==> config.mk <==
export PLATFORM = sky130hd
export DESIGN_NAME = three_phase_fall_detector
export DESIGN_NICKNAME = d
export VERILOG_FILES = /design/src/hw/rtl/tpfd_pkg.sv /design/src/hw/rtl/tpfd_cfg.sv /design/src/hw/rtl/tpfd_isqrt.sv /design/src/hw/rtl/tpfd_phase.sv /design/src/hw/rtl/three_phase_fall_detector.sv
export SDC_FILE = /design/constraint.sdc
export NUM_CORES = 2
export LEC_CHECK = 0
export ABC_AREA = 1
export BUFFER_PORTS_ARGS = -buffer_cell sky130_fd_sc_hd__clkbuf_2
export CORE_ASPECT_RATIO = 0.7
export CORE_MARGIN = 5
export CORE_UTILIZATION = 47
export DETAILED_ROUTE_END_ITERATION = 8
export MAX_ROUTING_LAYER = met4
export PLACE_DENSITY = 0.66
export SLEW_MARGIN = 20
export SYNTH_ARGS = -nofsm -noshare
export SYNTH_HDL_FRONTEND = slang
export SYNTH_SLANG_ARGS = --single-unit
==> constraint.sdc <==
create_clock -name clk -period 10.53 [get_ports clk]
set_input_delay 0.5265 -clock clk [delete_from_list [all_inputs] [get_ports clk]]
set_output_delay 0.5265 -clock clk [all_outputs]
set_load 0.005 [all_outputs]
==> src/hw/rtl/tpfd_pkg.sv <==
// Shared types and constants for the three-phase fall detector.
// Holds the phase codes, register indexes, stillness levels and the
// structs passed between the configuration, phase and top-level modules.
`timescale 1ns / 1ps

package tpfd_pkg;

  typedef enum logic [1:0] {
    PH_IDLE     = 2'd0,
    PH_FREEFALL = 2'd1,
    PH_IMPACT   = 2'd2
  } phase_t;

  // Configuration write port
  localparam int CFG_IDX_W  = 4;
  localparam int CFG_DATA_W = 20;

  localparam logic [CFG_IDX_W-1:0] CFG_FREEFALL_LEVEL      = 4'd0;
  localparam logic [CFG_IDX_W-1:0] CFG_IMPACT_LEVEL        = 4'd1;
  localparam logic [CFG_IDX_W-1:0] CFG_DIRECT_IMPACT_LEVEL = 4'd2;
  localparam logic [CFG_IDX_W-1:0] CFG_ROTATION_LEVEL      = 4'd3;
  localparam logic [CFG_IDX_W-1:0] CFG_COOLDOWN_MS         = 4'd4;
  localparam logic [CFG_IDX_W-1:0] CFG_CONFIRM_DELAY_MS    = 4'd5;
  localparam logic [CFG_IDX_W-1:0] CFG_FREEFALL_TIMEOUT_MS = 4'd6;
  localparam logic [CFG_IDX_W-1:0] CFG_IMPACT_TIMEOUT_MS   = 4'd7;

  // Stillness window: 0.7 g < accel < 1.4 g, rate < 30 deg/s
  localparam logic [15:0] STILL_ACCEL_LOW  = 16'd2867;
  localparam logic [15:0] STILL_ACCEL_HIGH = 16'd5735;
  localparam logic [15:0] STILL_RATE_MAX   = 16'd480;

  // Sample and magnitude widths
  localparam int AXIS_W = 16;
  localparam int ABS_W  = 17;
  localparam int SQ_W   = 32;
  localparam int MAG_W  = 16;
  localparam int TIME_W = 32;
  localparam int IN_W   = 6 * AXIS_W + TIME_W;
  localparam int OUT_W  = 40;

  localparam logic [MAG_W-1:0] ONE_G = 16'd4096;

  typedef struct packed {
    logic [15:0] freefall_level;
    logic [15:0] impact_level;
    logic [15:0] direct_impact_level;
    logic [15:0] rotation_level;
    logic [19:0] cooldown_ms;
    logic [15:0] confirm_delay_ms;
    logic [15:0] freefall_timeout_ms;
    logic [15:0] impact_timeout_ms;
  } cfg_t;

  typedef struct packed {
    logic   fall_alert;
    logic   rotation_seen;
    phase_t phase_now;
  } verdict_t;

endpackage

==> src/hw/rtl/tpfd_cfg.sv <==
// Configuration register file of the fall detector.
// Decodes the write channel into the threshold and timing registers.
// Depends on tpfd_pkg.
`timescale 1ns / 1ps

module tpfd_cfg import tpfd_pkg::*; (
  input  logic                  clk,
  input  logic                  rst,
  input  logic                  cfg_valid,
  output logic                  cfg_ready,
  input  logic [CFG_IDX_W-1:0]  cfg_index,
  input  logic [CFG_DATA_W-1:0] cfg_data,
  output cfg_t                  cfg
);

  assign cfg_ready = 1'b1;

  always_ff @(posedge clk) begin
    if (rst) begin
      cfg.freefall_level      <= 16'd1638;
      cfg.impact_level        <= 16'd10240;
      cfg.direct_impact_level <= 16'd14336;
      cfg.rotation_level      <= 16'd3200;
      cfg.cooldown_ms         <= 20'd30000;
      cfg.confirm_delay_ms    <= 16'd1000;
      cfg.freefall_timeout_ms <= 16'd1000;
      cfg.impact_timeout_ms   <= 16'd4000;
    end else if (cfg_valid) begin
      case (cfg_index)
        CFG_FREEFALL_LEVEL:      cfg.freefall_level      <= cfg_data[15:0];
        CFG_IMPACT_LEVEL:        cfg.impact_level        <= cfg_data[15:0];
        CFG_DIRECT_IMPACT_LEVEL: cfg.direct_impact_level <= cfg_data[15:0];
        CFG_ROTATION_LEVEL:      cfg.rotation_level      <= cfg_data[15:0];
        CFG_COOLDOWN_MS:         cfg.cooldown_ms         <= cfg_data;
        CFG_CONFIRM_DELAY_MS:    cfg.confirm_delay_ms    <= cfg_data[15:0];
        CFG_FREEFALL_TIMEOUT_MS: cfg.freefall_timeout_ms <= cfg_data[15:0];
        CFG_IMPACT_TIMEOUT_MS:   cfg.impact_timeout_ms   <= cfg_data[15:0];
        default: ;
      endcase
    end
  end

endmodule

==> src/hw/rtl/tpfd_isqrt.sv <==
// Iterative integer square root, one result bit per cycle.
// Floor root of a 32-bit operand, started by start and signalled by done.
// Depends on tpfd_pkg.
`timescale 1ns / 1ps

module tpfd_isqrt import tpfd_pkg::*; (
  input  logic             clk,
  input  logic             rst,
  input  logic             start,
  input  logic [SQ_W-1:0]  operand,
  output logic             done,
  output logic [MAG_W-1:0] root
);

  logic            busy;
  logic [3:0]      step;
  logic [SQ_W-1:0] rem;
  logic [SQ_W-1:0] res;
  logic [SQ_W-1:0] bitv;
  logic [SQ_W:0]   trial;
  logic            fits;

  always_comb begin
    bitv  = SQ_W'(1) << {step, 1'b0};
    trial = {1'b0, res} + {1'b0, bitv};
    fits  = {1'b0, rem} >= trial;
  end

  assign root = res[MAG_W-1:0];

  always_ff @(posedge clk) begin
    if (rst) begin
      busy <= 1'b0;
      done <= 1'b0;
      step <= '0;
    end else begin
      done <= 1'b0;
      if (start) begin
        busy <= 1'b1;
        step <= 4'd15;
        rem  <= operand;
        res  <= '0;
      end else if (busy) begin
        if (fits) begin
          rem <= rem - trial[SQ_W-1:0];
          res <= (res >> 1) + bitv;
        end else begin
          res <= res >> 1;
        end
        step <= step - 4'd1;
        if (step == 4'd0) begin
          busy <= 1'b0;
          done <= 1'b1;
        end
      end
    end
  end

endmodule

==> src/hw/rtl/tpfd_phase.sv <==
// Idle / free-fall / impact phase machine of the fall detector.
// Holds phase, phase start time, last alert time and rotation flag.
// Depends on tpfd_pkg.
`timescale 1ns / 1ps

module tpfd_phase import tpfd_pkg::*; (
  input  logic              clk,
  input  logic              rst,
  input  logic              commit,
  input  logic [MAG_W-1:0]  accel,
  input  logic [MAG_W-1:0]  rate,
  input  logic [TIME_W-1:0] now,
  input  cfg_t              cfg,
  output verdict_t          verdict
);

  phase_t              phase;
  logic [TIME_W-1:0]   phase_begin;
  logic [TIME_W-1:0]   last_alert;
  logic                alerted_before;
  logic                rotation_flag;

  phase_t              phase_next;
  logic [TIME_W-1:0]   phase_begin_next;
  logic [TIME_W-1:0]   last_alert_next;
  logic                alerted_before_next;
  logic                rotation_flag_next;
  logic                alert;

  logic [TIME_W-1:0]   elapsed;
  logic [TIME_W-1:0]   since_alert;
  logic                cooling;
  logic                rotating;
  logic                still;

  always_comb begin
    elapsed     = now - phase_begin;
    since_alert = now - last_alert;
    cooling     = alerted_before && (since_alert < {12'd0, cfg.cooldown_ms});
    rotating    = rate > cfg.rotation_level;
    still       = (accel > STILL_ACCEL_LOW) && (accel < STILL_ACCEL_HIGH) &&
                  (rate < STILL_RATE_MAX);

    phase_next          = phase;
    phase_begin_next    = phase_begin;
    last_alert_next     = last_alert;
    alerted_before_next = alerted_before;
    rotation_flag_next  = rotation_flag;
    alert               = 1'b0;

    if (!cooling) begin
      case (phase)
        PH_FREEFALL: begin
          if (rotating) rotation_flag_next = 1'b1;
          if (elapsed > {16'd0, cfg.freefall_timeout_ms}) begin
            phase_next = PH_IDLE;
          end else if (accel > cfg.impact_level) begin
            phase_next       = PH_IMPACT;
            phase_begin_next = now;
          end
        end
        PH_IMPACT: begin
          if (elapsed > {16'd0, cfg.impact_timeout_ms}) begin
            phase_next = PH_IDLE;
          end else if (elapsed >= {16'd0, cfg.confirm_delay_ms} && still) begin
            phase_next          = PH_IDLE;
            last_alert_next     = now;
            alerted_before_next = 1'b1;
            alert               = 1'b1;
          end
        end
        default: begin
          // idle, and the unused code treated as idle
          phase_next = PH_IDLE;
          if (accel < cfg.freefall_level) begin
            phase_next         = PH_FREEFALL;
            phase_begin_next   = now;
            rotation_flag_next = 1'b0;
          end else if (accel > cfg.direct_impact_level) begin
            phase_next         = PH_IMPACT;
            phase_begin_next   = now;
            rotation_flag_next = rotating;
          end
        end
      endcase
    end

    verdict.fall_alert    = alert;
    verdict.rotation_seen = rotation_flag_next;
    verdict.phase_now     = phase_next;
  end

  always_ff @(posedge clk) begin
    if (rst) begin
      phase          <= PH_IDLE;
      phase_begin    <= '0;
      last_alert     <= '0;
      alerted_before <= 1'b0;
      rotation_flag  <= 1'b0;
    end else if (commit) begin
      phase          <= phase_next;
      phase_begin    <= phase_begin_next;
      last_alert     <= last_alert_next;
      alerted_before <= alerted_before_next;
      rotation_flag  <= rotation_flag_next;
    end
  end

endmodule

==> src/hw/rtl/three_phase_fall_detector.sv <==
// Three-phase fall detector: accel and gyro magnitudes, ring averages, phase machine.
// Per sample, for the accel vector and then the gyro vector: squares on the shared
// multiplier and a square root; then the two ring means, the phase step and the output.
// One sample at a time: s_tready stays low until the result is loaded; a stalled output holds it.
// Synchronous reset restores default registers, rings (accel 1 g, gyro 0) and idle phase.
// Depends on tpfd_pkg, tpfd_cfg, tpfd_isqrt, tpfd_phase.
`timescale 1ns / 1ps

module three_phase_fall_detector import tpfd_pkg::*; #(
  parameter int SMOOTH_DEPTH = 4
) (
  input  logic                  clk,
  input  logic                  rst,
  input  logic                  s_tvalid,
  output logic                  s_tready,
  // accel_x, accel_y, accel_z, rate_x, rate_y, rate_z, time_ms
  input  logic [IN_W-1:0]       s_tdata,
  output logic                  m_tvalid,
  input  logic                  m_tready,
  // fall_alert, rotation_seen, phase_now[1:0], accel_average[15:0],
  // rate_average[15:0], 4 zero bits
  output logic [OUT_W-1:0]      m_tdata,
  input  logic                  cfg_valid,
  output logic                  cfg_ready,
  input  logic [CFG_IDX_W-1:0]  cfg_index,
  input  logic [CFG_DATA_W-1:0] cfg_data
);

  localparam int SLOT_W      = (SMOOTH_DEPTH > 1) ? $clog2(SMOOTH_DEPTH) : 1;
  localparam int SUM_W       = MAG_W + $clog2(SMOOTH_DEPTH);
  localparam int RECIP_SHIFT = SUM_W + $clog2(SMOOTH_DEPTH);
  localparam int RECIP       = (2 ** RECIP_SHIFT + SMOOTH_DEPTH - 1) / SMOOTH_DEPTH;
  localparam int MUL_W       = (RECIP_SHIFT > ABS_W) ? RECIP_SHIFT : ABS_W;

  typedef enum logic [2:0] {
    ST_IDLE,
    ST_SQ,
    ST_ROOT,
    ST_AVG,
    ST_PHASE
  } state_t;

  state_t             state;
  logic [1:0]         cnt;
  logic               grp;
  logic [ABS_W-1:0]   abs_q [6];
  logic [TIME_W-1:0]  now;
  logic [SQ_W-1:0]    sumsq;
  logic [2*MUL_W-1:0] prod;
  logic [MAG_W-1:0]   accel_ring [SMOOTH_DEPTH];
  logic [MAG_W-1:0]   rate_ring [SMOOTH_DEPTH];
  logic [SLOT_W-1:0]  slot;
  logic [SUM_W-1:0]   accel_sum;
  logic [SUM_W-1:0]   rate_sum;
  logic [MAG_W-1:0]   accel_mean;
  logic [MAG_W-1:0]   rate_mean;

  logic [MUL_W-1:0]   mul_a;
  logic [MUL_W-1:0]   mul_b;
  logic [ABS_W-1:0]   abs_sel;
  logic               root_start;
  logic [SQ_W-1:0]    root_operand;
  logic               root_done;
  logic [MAG_W-1:0]   root;
  logic               out_free;
  logic               commit;
  cfg_t               cfg;
  verdict_t           verdict;

  function automatic logic [ABS_W-1:0] abs16(input logic [AXIS_W-1:0] v);
    logic [ABS_W-1:0] ext;
    ext = {1'b0, v};
    return v[AXIS_W-1] ? (ABS_W'(17'h10000) - ext) : ext;
  endfunction

  tpfd_cfg u_cfg (
    .clk       (clk),
    .rst       (rst),
    .cfg_valid (cfg_valid),
    .cfg_ready (cfg_ready),
    .cfg_index (cfg_index),
    .cfg_data  (cfg_data),
    .cfg       (cfg)
  );

  tpfd_isqrt u_isqrt (
    .clk     (clk),
    .rst     (rst),
    .start   (root_start),
    .operand (root_operand),
    .done    (root_done),
    .root    (root)
  );

  tpfd_phase u_phase (
    .clk     (clk),
    .rst     (rst),
    .commit  (commit),
    .accel   (accel_mean),
    .rate    (rate_mean),
    .now     (now),
    .cfg     (cfg),
    .verdict (verdict)
  );

  assign s_tready     = (state == ST_IDLE);
  assign out_free     = !m_tvalid || m_tready;
  assign commit       = (state == ST_PHASE) && out_free;
  assign root_start   = (state == ST_SQ) && (cnt == 2'd3);
  assign root_operand = sumsq + prod[SQ_W-1:0];

  always_comb begin
    case ({grp, cnt})
      3'b000:  abs_sel = abs_q[0];
      3'b001:  abs_sel = abs_q[1];
      3'b010:  abs_sel = abs_q[2];
      3'b100:  abs_sel = abs_q[3];
      3'b101:  abs_sel = abs_q[4];
      3'b110:  abs_sel = abs_q[5];
      default: abs_sel = '0;
    endcase
    if (state == ST_AVG) begin
      mul_a = (cnt == 2'd0) ? MUL_W'(accel_sum) : MUL_W'(rate_sum);
      mul_b = MUL_W'(RECIP);
    end else begin
      mul_a = MUL_W'(abs_sel);
      mul_b = MUL_W'(abs_sel);
    end
  end

  // Shared multiplier: squares, then reciprocal scaling for the ring means
  always_ff @(posedge clk) begin
    prod <= mul_a * mul_b;
  end

  always_ff @(posedge clk) begin
    if (rst) begin
      state     <= ST_IDLE;
      cnt       <= '0;
      grp       <= 1'b0;
      slot      <= '0;
      accel_sum <= SUM_W'(SMOOTH_DEPTH * 4096);
      rate_sum  <= '0;
      m_tvalid  <= 1'b0;
      for (int i = 0; i < SMOOTH_DEPTH; i++) begin
        accel_ring[i] <= ONE_G;
        rate_ring[i]  <= '0;
      end
    end else begin
      if (m_tvalid && m_tready && !commit) m_tvalid <= 1'b0;
      case (state)
        ST_IDLE: begin
          if (s_tvalid) begin
            for (int i = 0; i < 6; i++) begin
              abs_q[i] <= abs16(s_tdata[i*AXIS_W +: AXIS_W]);
            end
            now   <= s_tdata[6*AXIS_W +: TIME_W];
            grp   <= 1'b0;
            cnt   <= '0;
            state <= ST_SQ;
          end
        end
        ST_SQ: begin
          // product of axis cnt-1 arrives while axis cnt is issued
          if (cnt == 2'd0) begin
            sumsq <= '0;
          end else begin
            sumsq <= sumsq + prod[SQ_W-1:0];
          end
          cnt <= cnt + 2'd1;
          if (cnt == 2'd3) state <= ST_ROOT;
        end
        ST_ROOT: begin
          if (root_done) begin
            cnt <= '0;
            if (!grp) begin
              accel_ring[slot] <= root;
              accel_sum        <= accel_sum - SUM_W'(accel_ring[slot]) + SUM_W'(root);
              grp              <= 1'b1;
              state            <= ST_SQ;
            end else begin
              rate_ring[slot] <= root;
              rate_sum        <= rate_sum - SUM_W'(rate_ring[slot]) + SUM_W'(root);
              slot            <= (slot == SLOT_W'(SMOOTH_DEPTH - 1)) ? '0 : slot + SLOT_W'(1);
              state           <= ST_AVG;
            end
          end
        end
        ST_AVG: begin
          cnt <= cnt + 2'd1;
          if (cnt == 2'd1) accel_mean <= prod[RECIP_SHIFT +: MAG_W];
          if (cnt == 2'd2) begin
            rate_mean <= prod[RECIP_SHIFT +: MAG_W];
            state     <= ST_PHASE;
          end
        end
        ST_PHASE: begin
          // hold until the output register is free, then transfer the result
          if (out_free) begin
            m_tvalid <= 1'b1;
            m_tdata  <= {4'd0, rate_mean, accel_mean, verdict.phase_now,
                         verdict.rotation_seen, verdict.fall_alert};
            state    <= ST_IDLE;
          end
        end
        default: state <= ST_IDLE;
      endcase
    end
  end

endmodule
After elaboration in Yosys (flattened, before gate mapping):

Memories as Yosys holds them, arrays and structs flattened. A register that Yosys moved wholly into a read port is not among the register bits.
Cells that the tools add are included.

* register bits after elaboration: 483
* RAM bits: 230
* output and inout port bits: 43
* word-level logic and storage cells: 234
* memories kept: 3

Memory list
* abs_q: depth 6, bits a word 17, rd ports 6, clocked after memory_dff 0, wr ports 6, line three_phase_fall_detector.sv:46 `logic [ABS_W-1:0] abs_q [6];`
* accel_ring: depth 4, bits a word 16, rd ports 1, clocked after memory_dff 1, wr ports 4, line three_phase_fall_detector.sv:50 `logic [MAG_W-1:0] accel_ring [SMOOTH_DEPTH];`
* rate_ring: depth 4, bits a word 16, rd ports 1, clocked after memory_dff 1, wr ports 4, line three_phase_fall_detector.sv:51 `logic [MAG_W-1:0] rate_ring [SMOOTH_DEPTH];`

* add/sub/neg operators: 19
* multiply operators: 1
* magnitude comparators: 12
* equal/unequal tests: 29
* shift operators: 1
* mux-type cells: 83
* bitwise logic cells: 6
* reductions and logical operators: 48

Operators with widths (count)
* two-way mux 32 bit: 9
* two-way mux 17 bit: 6
* case mux 17 bit (6 select lines): 1
* subtractor 17 x 16 -> 17 bit (first input constant): 6
* subtractor 32 bit: 3
* > comparator 32 x 16 -> 1 bit: 2
* case mux 32 bit (2 select lines): 1
* > comparator 16 bit: 3
* adder 18 x 16 -> 18 bit: 2
* multiplier 18 x 19 -> 36 bit: 1
* two-way mux 18 bit: 2
* subtractor 18 x 16 -> 18 bit: 2
* two-way mux 2 bit: 17
* adder 32 x 32 -> 33 bit: 1
* >= comparator 32 x 33 -> 1 bit: 1
* adder 31 x 32 -> 32 bit: 1
* adder 32 bit: 1
* >= comparator 32 x 16 -> 1 bit: 1
* less-than comparator 32 x 20 -> 1 bit: 1
* two-way mux 1 bit: 32
* two-way mux 16 bit: 2
* OR reduction 16 bit: 2
* left shift 1 x 5 -> 32 bit (first input constant): 1
* AND reduction 3 bit: 9
* 37 further kinds: 92

Logic depth before layout (Yosys ltp):

* depth in word-level cells: 8
* gate-level depth with buffers: 38

By module:

From an unflattened synthesis, not the netlist that was laid out.

* cells, all modules: 7852
* area, all modules: 58379.7 µm²

By module, submodules not included
* three_phase_fall_detector: instances 1, cells an instance 3905, area an instance 33748.6 µm², sequential area each 12532.0 µm²
* tpfd_phase: instances 1, cells an instance 1926, area an instance 10983.0 µm², sequential area each 1361.3 µm²
* tpfd_isqrt: instances 1, cells an instance 1284, area an instance 8494.4 µm², sequential area each 2042.0 µm²
* tpfd_cfg: instances 1, cells an instance 737, area an instance 5153.7 µm², sequential area each 2642.5 µm²

Least setup slack after synthesis:

No wires, ideal clock.

* path kind: input-to-reg
* start point: input port rst
* end point: memory abs_q[0][0], enable pin
* arrival time: 7875 ps
* path slack: 1967 ps
* stages: 3
* buffers on the path: 2
* cells stage by stage: clkbuf_1 clkbuf_1 nor3_1

RTL lines
* from (decl): line three_phase_fall_detector.sv:13 `input logic rst,`
* to (decl): line three_phase_fall_detector.sv:46

Worst setup path after layout:

* start point: register cnt[0]
* end point: register prod[30]

* word-level cells in the longest chain between the ends: 4
* elaborated cells between the ends (all ways): 12

Ends and longest elaborated chain
* from (decl): line three_phase_fall_detector.sv:44 `logic [1:0] cnt;`
* from (signal assigned): line three_phase_fall_detector.sv:170 `cnt <= cnt + 2'd1;`
* from (signal assigned): line three_phase_fall_detector.sv:190 `cnt <= cnt + 2'd1;`
* == test 3 bit (tied with other cells): line three_phase_fall_detector.sv:113 `case ({grp, cnt})`
* case mux 17 bit (6 select lines) / two-way mux 18 bit (equally long branches): line three_phase_fall_detector.sv:113, three_phase_fall_detector.sv:123
* two-way mux 18 bit / two-way mux 19 bit (equally long branches): line three_phase_fall_detector.sv:122 `if (state == ST_AVG) begin`
* multiplier 18 x 19 -> 36 bit (*): line three_phase_fall_detector.sv:133 `prod <= mul_a * mul_b;`
* to (signal assigned): line three_phase_fall_detector.sv:133
* to (decl): line three_phase_fall_detector.sv:49 `logic [2*MUL_W-1:0] prod;`

Mark *: on every way between the ends. The rest lies on a longest branch, timed or not.
A chain may end at the register's enable or synchronous reset.

==> metrics.md <==
| Metric | Value |
|---|---|
| Status | `finished, final reports clean` |
| RSZ-0062 raised after global routing | `no` |
| Post-DP HPWL | `about 120 mm` |
| Tcrit/Tclk final | `0.8771` |
| Startpoint types | `flip-flop` |
| Hold slack | `~0.042 ns` |
| Hold/Removal Path Class | `in2reg` |
| Initial core utilization | `0.4744` |
| Largest net degree at the start of global routing | `111` |
| Syn-to-layout area delta | `9.848%` |
| First-pass GRT wire length | `between 200 and 250 mm` |
| WL/cell | `~19 um` |
| Clk_skew | `just over 0.03 ns` |
| Ys flop type | `edfxtp_1` |
| Number of nets with antenna violations after routing | `0` |
| Die area | `120900 um^2` |
| Yosys cell types | `65` |
| Via count | `about 45000` |
| Core ar. | `between 100000 and 150000 um^2` |
| PostCTS Resize Cnt | `0` |
| # setup viols final | `0` |
| N_diodes | `0` |
| Clk slew on worst S/H paths | `roughly 0.060 ns` |
| Critical Path RT | `11.07 ns` |
| Gpl congestion | `roughly 1` |
| Setup bufs post-CTS | `0` |
| CTS sink count | `~720` |
| # DRC | `0` |
| Cell Rows | `103` |
| Final core utilization | `0.5211` |
| Max-cap violations | `0` |
| Register area share after synthesis | `0.3469` |
| Final Hold Fails | `0` |
| Clk_lat worst skew | `between 0.6 and 0.7 ns` |
| Overflow after GRT | `0` |
| Critical path class | `reg2reg` |
| Post-synth EDFFs | `approximately 430` |
| Most common cell after layout, fill and taps aside | `inv_1` |
| Avg Synthesized Cell Area | `roughly 8.1 um^2` |
| Relative slew slack | `0.1722` |
| Post-Syn Area | `~54000 um^2` |
| Worst-path maximum fanout | `18` |
| Share of layout cells above drive strength 1 | `0.06050` |
| Die H | `292.4 um` |
| Worst-case clock buffer depth | `3` |
| Vias in the first global route | `41470` |
| Post-synthesis cell count | `~6600` |
| Worst-margin pin slew | `~1.2 ns` |
| Drt total wl | `around 160 mm` |
| Clock root buffer master | `clkbuf_16` |
| CTS tree | `done` |
| Nets | `7670` |
| Slew Limit Fails | `0` |
| Total CTS buffers | `74` |
| I/O pin count | `200` |
| Fin Setup TNS | `0 ns` |
| Number of warnings issued by yosys | `0` |
| DR vias/cell | `5.344` |
| CTS Hold Bufs | `11` |
| Most frequent cells in the layout | `inv_1, nand2_1, nor2_1` |
| Total GRT Usage | `0.2590` |
| H-Tree Depth | `3` |
| Initial antenna violation count | `0` |
| FF+latch count, synth | `about 720` |
| DRT Pass-1 Iters | `7` |
| Peak Freq | `~110 MHz` |
| Die width | `just over 400 um` |
| Iteration-0 DRC Markers | `4737` |
| Minimum clock period | `between 9 and 10 ns` |
| CP endpoint kind | `flip-flop` |
| Asr flop ratio synth | `0` |
| Arr. time, crit path | `roughly 10 ns` |
| # port buffers | `approximately 190` |
-- through the flow --
step | area (um^2) | instances | setup slack (ns)
floorplan | 53650 | 6612 | 1.967
detailed placement | 56220 | 8199 | 1.511
CTS | 58810 | 8347 | 1.492
global placement | 56190 | 8198 | 1.735
global route | 58830 | 8348 | 0.7110
finish | 58830 | 8348 | 1.295
-- routing by layer --
| metal | part of all wire | vias to the layer above | track usage |
|---|---|---|---|
| met2 | 0.40 | 1729 | 0.3536 |
| met5 | 0 | - | - |
| li1 | - | 21680 | - |
| met1 | 0.49 | 21020 | 0.4059 |
| met3 | 0.091 | 182 | 0.04342 |
| met4 | 0.015 | 0 | 0.04072 |
-- Yosys cell counts, types with 20 or more instances --
library cell,n,share of area
inv_1,1244,0.087
nand2_1,1039,0.073
nor2_1,735,0.052
a21oi_1,501,0.047
ha_1,458,0.11
o21ai_0,433,0.040
edfxtp_1,426,0.24
fa_1,290,0.11
dfxtp_1,289,0.11
nand3_1,236,0.022
xor2_1,152,0.025
clkbuf_1,137,0.0096
xnor2_1,94,0.015
nor3_1,81,0.0076
o22ai_1,72,0.0084
nand4_1,62,0.0072
o211ai_1,28,0.0039
o21a_1,20,0.0028
-- state kept, by name (all words and copies together) (netlist names), 32 cells and up, named ones only --
signal,cells
sumsq,32
abs_q,102
accel_ring,64
u_phase.phase_begin,32
u_isqrt.rem,32
prod,36
u_cfg.cfg,132
u_phase.last_alert,32
now,32
rate_ring,64
u_isqrt.res,32
m_tdata,36
-- kinds of logic after synthesis --
group | Yosys count | share of synthesized area
fa+ha+maj | 748 | 0.2154
buf+inv | 1445 | 0.1027
compound gates | 1203 | 0.1238
flops | 715 | 0.3469
simple gates | 2225 | 0.1704
other cells | 2 | 0.0001402
mux | 2 | 0.0003972
xor+xnor | 246 | 0.04023
-- worst max-delay path: stages (launching register included) --
cell and delay [ns]:
dfxtp_1 0.43, ha_1 0.60, inv_1 0.17, nor2_1 0.80, a221o_1 0.34, nand2_1 0.06, nor2_1 0.61, inv_1 0.54
nor2_1 0.30, inv_1 0.09, fa_1 0.54, inv_1 0.05, fa_1 0.51, fa_1 0.47, fa_1 0.54, fa_1 0.55
inv_1 0.05, fa_1 0.56, inv_1 0.05, ha_1 0.35, a21oi_1 0.21, o21a_1 0.15, nand2_1 0.10, a21oi_1 0.23
o21ai_1 0.17, a21boi_0 0.34, o21ai_1 0.13, xor2_1 0.15
-- area by class of cell --
class | instances | area (um^2)
Fill cell | 10760 | 54070
Multi-Input combinational cell | 4452 | 29630
Sequential cell | 715 | 18580
Clock buffer | 97 | 2042
Tap cell | 1522 | 1904
Timing Repair Buffer | 250 | 1451
Inverter | 1272 | 4777
Clock inverter | 40 | 436.7
-- path summary, 6_finish.rpt --
kind | from | slack [ns] | to | cells past startpoint
setup reg to reg | cnt[0] | 1.29 | prod[30] | 27
setup / recovery | cnt[0] | 1.29 | prod[30] | 27
hold reg to reg | rate_mean[1] | 0.45 | m_tdata[21] | 0
hold / removal | s_tdata[111] | 0.04 | now[15] | 1
Power is not shown: default switching activity piles up to over one toggle a cycle in this logic, so the estimate is an artifact.
